--- config.mk ---
export PLATFORM = sky130hd
export DESIGN_NAME = hmap_ctrl
export DESIGN_NICKNAME = d
export VERILOG_FILES = /design/src/rtl/core/hmap_pkg.sv /design/src/rtl/core/hmap_ctrl.sv
export SDC_FILE = /design/constraint.sdc
export NUM_CORES = 1
export LEC_CHECK = 0
export ABC_AREA = 1
export ABC_CLOCK_PERIOD_IN_PS = 1800
export CAP_MARGIN = 20
export CORE_AREA = 3 3 40 42
export DETAILED_ROUTE_END_ITERATION = 10
export DIE_AREA = 0 0 43 45
export DONT_BUFFER_PORTS = 1
export PLACE_DENSITY = 0.34
export SLEW_MARGIN = 20
export SYNTH_ARGS = -nofsm -noshare
export SYNTH_HDL_FRONTEND = slang
export SYNTH_SLANG_ARGS = --single-unit
--- constraint.sdc ---
create_clock -name clk_i -period 1.8 [get_ports clk_i]
set_clock_uncertainty 0.05 [all_clocks]
set_input_delay 0.36 -clock clk_i [delete_from_list [all_inputs] [get_ports clk_i]]
set_output_delay 0.36 -clock clk_i [all_outputs]
set_load 0.01 [all_outputs]
--- src/rtl/core/hmap_pkg.sv ---
// ---------------------------------------------------------------------------
// hmap_pkg
// Shared types and constants for the hash map block: request and status
// codes, the stored entry layout and the controller/datapath interface.
// ---------------------------------------------------------------------------
package hmap_pkg;

  localparam int unsigned KEY_W = 31;
  localparam int unsigned VAL_W = 32;
  localparam int unsigned REQ_W = 2;
  localparam int unsigned ST_W  = 2;

  // request codes, code 3 is a no-op
  typedef enum logic [REQ_W-1:0] {
    REQ_INSERT = 2'd0,
    REQ_SEARCH = 2'd1,
    REQ_REMOVE = 2'd2
  } req_e;

  // response status codes
  typedef enum logic [ST_W-1:0] {
    ST_DONE = 2'd0,
    ST_MISS = 2'd1,
    ST_FULL = 2'd2
  } status_e;

  // one way of a bucket row
  typedef struct packed {
    logic [VAL_W-1:0] value;
    logic [KEY_W-1:0] key;
    logic             valid;
  } entry_t;

  localparam int unsigned ENT_W = $bits(entry_t);

  // controller to datapath
  typedef struct packed {
    logic clr_step;
    logic load;
    logic rem_step;
    logic rd;
    logic eval;
    logic out_load;
  } hmap_cmd_t;

  // datapath to controller
  typedef struct packed {
    logic clr_last;
    logic rem_last;
    logic out_busy;
  } hmap_stat_t;

endpackage

--- src/rtl/core/hmap_ctrl.sv ---
// ---------------------------------------------------------------------------
// hmap_ctrl
// Controller: clearing pass after reset, then per request the remainder steps
// (non power-of-two BUCKETS), row read, evaluate/write-back, response hand-off.
// ---------------------------------------------------------------------------
module hmap_ctrl
  import hmap_pkg::*;
#(
  parameter int unsigned BUCKETS = 128
) (
  input  logic       clk_i,
  input  logic       rst_ni,
  input  logic       in_valid_i,
  output logic       in_ready_o,
  input  logic       out_ready_i,
  input  hmap_stat_t stat_i,
  output hmap_cmd_t  cmd_o
);

  localparam bit Pow2 = (BUCKETS & (BUCKETS - 1)) == 0;

  typedef enum logic [2:0] {
    S_CLEAR,
    S_IDLE,
    S_HASH,
    S_READ,
    S_EVAL,
    S_RESP
  } state_e;

  state_e state_q;
  logic   in_ready_q;
  logic   accept;
  logic   out_free;

  assign accept   = in_valid_i & in_ready_q;
  assign out_free = !stat_i.out_busy | out_ready_i;

  // command decode
  always_comb begin
    cmd_o          = '0;
    cmd_o.clr_step = state_q == S_CLEAR;
    cmd_o.load     = accept;
    cmd_o.rem_step = state_q == S_HASH;
    cmd_o.rd       = state_q == S_READ;
    cmd_o.eval     = state_q == S_EVAL;
    cmd_o.out_load = (state_q == S_RESP) & out_free;
  end

  // state and ready register
  always_ff @(posedge clk_i or negedge rst_ni) begin
    if (!rst_ni) begin
      state_q    <= S_CLEAR;
      in_ready_q <= 1'b0;
    end else begin
      unique case (state_q)
        S_CLEAR: begin
          if (stat_i.clr_last) begin
            state_q    <= S_IDLE;
            in_ready_q <= 1'b1;
          end
        end
        S_IDLE: begin
          if (accept) begin
            in_ready_q <= 1'b0;
            state_q    <= Pow2 ? S_READ : S_HASH;
          end
        end
        S_HASH: begin
          if (stat_i.rem_last) begin
            state_q <= S_READ;
          end
        end
        S_READ: begin
          state_q <= S_EVAL;
        end
        S_EVAL: begin
          state_q <= S_RESP;
        end
        S_RESP: begin
          if (out_free) begin
            state_q    <= S_IDLE;
            in_ready_q <= 1'b1;
          end
        end
        default: begin
          state_q    <= S_CLEAR;
          in_ready_q <= 1'b0;
        end
      endcase
    end
  end

  assign in_ready_o = in_ready_q;

endmodule

==> impl_metrics.json <==
{
  "outcome": "finished, final reports clean",
  "cts_root_buf": "clkbuf_4",
  "syn2layout_area_growth_pct": 13.2,
  "clk_path_buf_depth": 2,
  "hold_depth": 2,
  "synthXorXnorAreaFrac_pct": 0,
  "setup_ws_ns": 0.261,
  "synth-seq-cells": 4,
  "clk_pin_slew_ns": 0.04,
  "via_per_inst": 4.36,
  "cp.required_ns": 1.39,
  "die-area_sq_mm": 0.00194,
  "grt-ovfl-total": 0,
  "synth_fa_ha_area_share_pct": 0,
  "firstDrtPassIters": 3,
  "finalCritPeriodShare_pct": 85.5,
  "p_leak_nw": 0.220,
  "seq_area_sq_um": 100,
  "cts_sinks": 4,
  "syn_area_per_cell_sq_um": 6.50,
  "num_vias": 301,
  "multi_input_area_sq_um": 183,
  "hpwl_microns": 619,
  "syn_nets": 58,
  "power_switching_mw": 0.337,
  "grt_pass1_wl_microns": 1050,
  "antenna_found_initial": 0,
  "seq_power_share_pct": 29.1,
  "power_frac_clock_pct": 15.7,
  "postLayoutCellArea_sq_um": 375,
  "cpPeakStageDelay_ns": 0.44,
  "p_sw_share_pct": 49.6,
  "ant_nets": 0,
  "grt_start_max_net_pins": 8,
  "cap_violations": 0,
  "cts_setup_buffers": 0,
  "grt_setup_unrepaired": "false",
  "clock_latency_ns": 0.23,
  "max_slew_margin_pct": 84.4,
  "place_area_sq_um": 343,
  "wire_per_inst_microns": 10.1,
  "cp-end-kind": "output pin",
  "synthDistinctLibCells": 16,
  "cts_resized": 0,
  "r2r-end": "in_ready_o",
  "drv_slew": 0,
  "path_class": "flip-flop to output pin",
  "start_kind": "flip-flop",
  "cts_tree": "done",
  "crit_family": "simple AND/OR/NAND/NOR gates",
  "p_int_mw": 0.342,
  "finalSetupViolCount": 0,
  "die_h_microns": 45,
  "fin_util_pct": 29.2,
  "rr_worst_depth": 5,
  "nets": 63,
  "grt_usage_pct": 7.70,
  "r2r_start": "state_q[1]",
  "diodes": 0,
  "p_total_mw": 0.679,
  "crit_arrival_ns": 1.13,
  "min_period_ns": 1.54,
  "final_cells": 69,
  "fp.coreArea_sq_mm": 0.00128,
  "yosys_warnings": 0,
  "cp_cell_sequence": "nor2_2, nand2_1, nor2_1",
  "hold_violations": 0,
  "drt_iter0_markers": 4,
  "synth_top_family_by_area": "simple AND/OR/NAND/NOR gates",
  "reg2reg_slack_ns": 0.53,
  "fin_setup_tns_ns": 0,
  "cts_buffers": 3,
  "hold_ws_ns": 0.286,
  "drcViolationCount": 0,
  "power.density_mw_per_mm2": 1810,
  "max-vdd-ir-drop_uv": 557,
  "htree_levels": 1,
  "fillers": 143,
  "syn_area_sq_um": 332,
  "max_freq_ghz": 0.650,
  "share_comb_of_total_power_pct": 55.2,
  "synth-compound-area-share_pct": 7.92,
  "hold_start": "stat_i[1]",
  "io_buffers": 0,
  "ys_seq_area_share_pct": 30.2,
  "io_pins": 14,
  "tightestPinTransition_ns": 0.234,
  "hold_path_class": "primary input to flip-flop",
  "path_buf_inv": 0,
  "dp_slack_ns": 0.492,
  "routed_wl_microns": 699,
  "dp.cells": 65,
  "synthSimpleGateAreaFrac_pct": 47.2,
  "grt_pass1_vias": 271,
  "final_cell_mix": "inv_1, nand3_1, nor2_1, nand2_1",
  "place.gp.congestion": 0.719,
  "cp_slowest_cell": "dfrtp_1",
  "die_width_microns": 43,
  "row_count": 13,
  "netlist_instances": 51,
  "muxShareOfSynthArea_pct": 0,
  "final_layout_size_suffix_gt1_share_pct": 25.9,
  "min_to": "state_q[1]",
  "cp_max_fo": 6,
  "start_util_pct": 25.8
}
-- synth_stat cells (all sizes together) --
| library cell | number | area share, % |
|---|---|---|
| buf | 1 | 2.3 |
| and2 | 1 | 1.9 |
| nand2 | 11 | 15 |
| o21ai | 2 | 3.0 |
| o21bai | 1 | 3.4 |
| dfrtp | 4 | 30 |
| or2 | 1 | 1.9 |
| a21oi | 1 | 1.5 |
| nand3 | 10 | 18 |
| inv | 11 | 12 |
| nor2 | 8 | 9.8 |
-- worst max path at each step --
stage / from / end / cells past startpoint
after floorplan: state_q[1] / cmd_o[0] / 3
after global placement: state_q[1] / cmd_o[0] / 3
after detailed placement: state_q[1] / cmd_o[0] / 3
after CTS: state_q[1] / cmd_o[0] / 3
after global routing: state_q[1] / cmd_o[0] / 3
final: state_q[1] / cmd_o[0] / 3
-- flip-flops by register name, indices dropped and copies added (netlist names) --
name and cells:
state_q 3, in_ready_o 1
-- cells by family after synthesis --
group           Yosys count
simple gates             31
flops                     4
compound gates            4
buf+inv                  12
-- power groups by stage --
stage,Clock [mW],Combinational [mW],Sequential [mW]
2_1_floorplan,0,0.328,0.188
3_3_place_gp,0,0.377,0.199
3_5_place_dp,0,0.378,0.200
4_1_cts,0.114,0.383,0.199
5_1_grt,0.124,0.418,0.207
6_report,0.106,0.375,0.198
-- timing repair --
action,4_1_cts,5_1_grt
hold endpoints to repair,4,0
setup endpoints to repair,0,0
hold buffers,1,0
-- layer usage --
layer	vias up	GRT usage [%]	wire [microns]
li1	161	-	-
met5	-	0	0
met1	131	9.05	333
met2	9	10.8	315
met4	0	7.23	0
met3	0	2.79	50
-- layout make-up --
cell class | count | share of cell area, %
Sequential cell | 4 | 26.7
Tap cell | 15 | 5.00
Multi-Input combinational cell | 35 | 48.7
Timing Repair Buffer | 1 | 2.67
Inverter | 11 | 11.0
Clock buffer | 3 | 6.00
No activity file was read; power rests on OpenSTA's default activity.
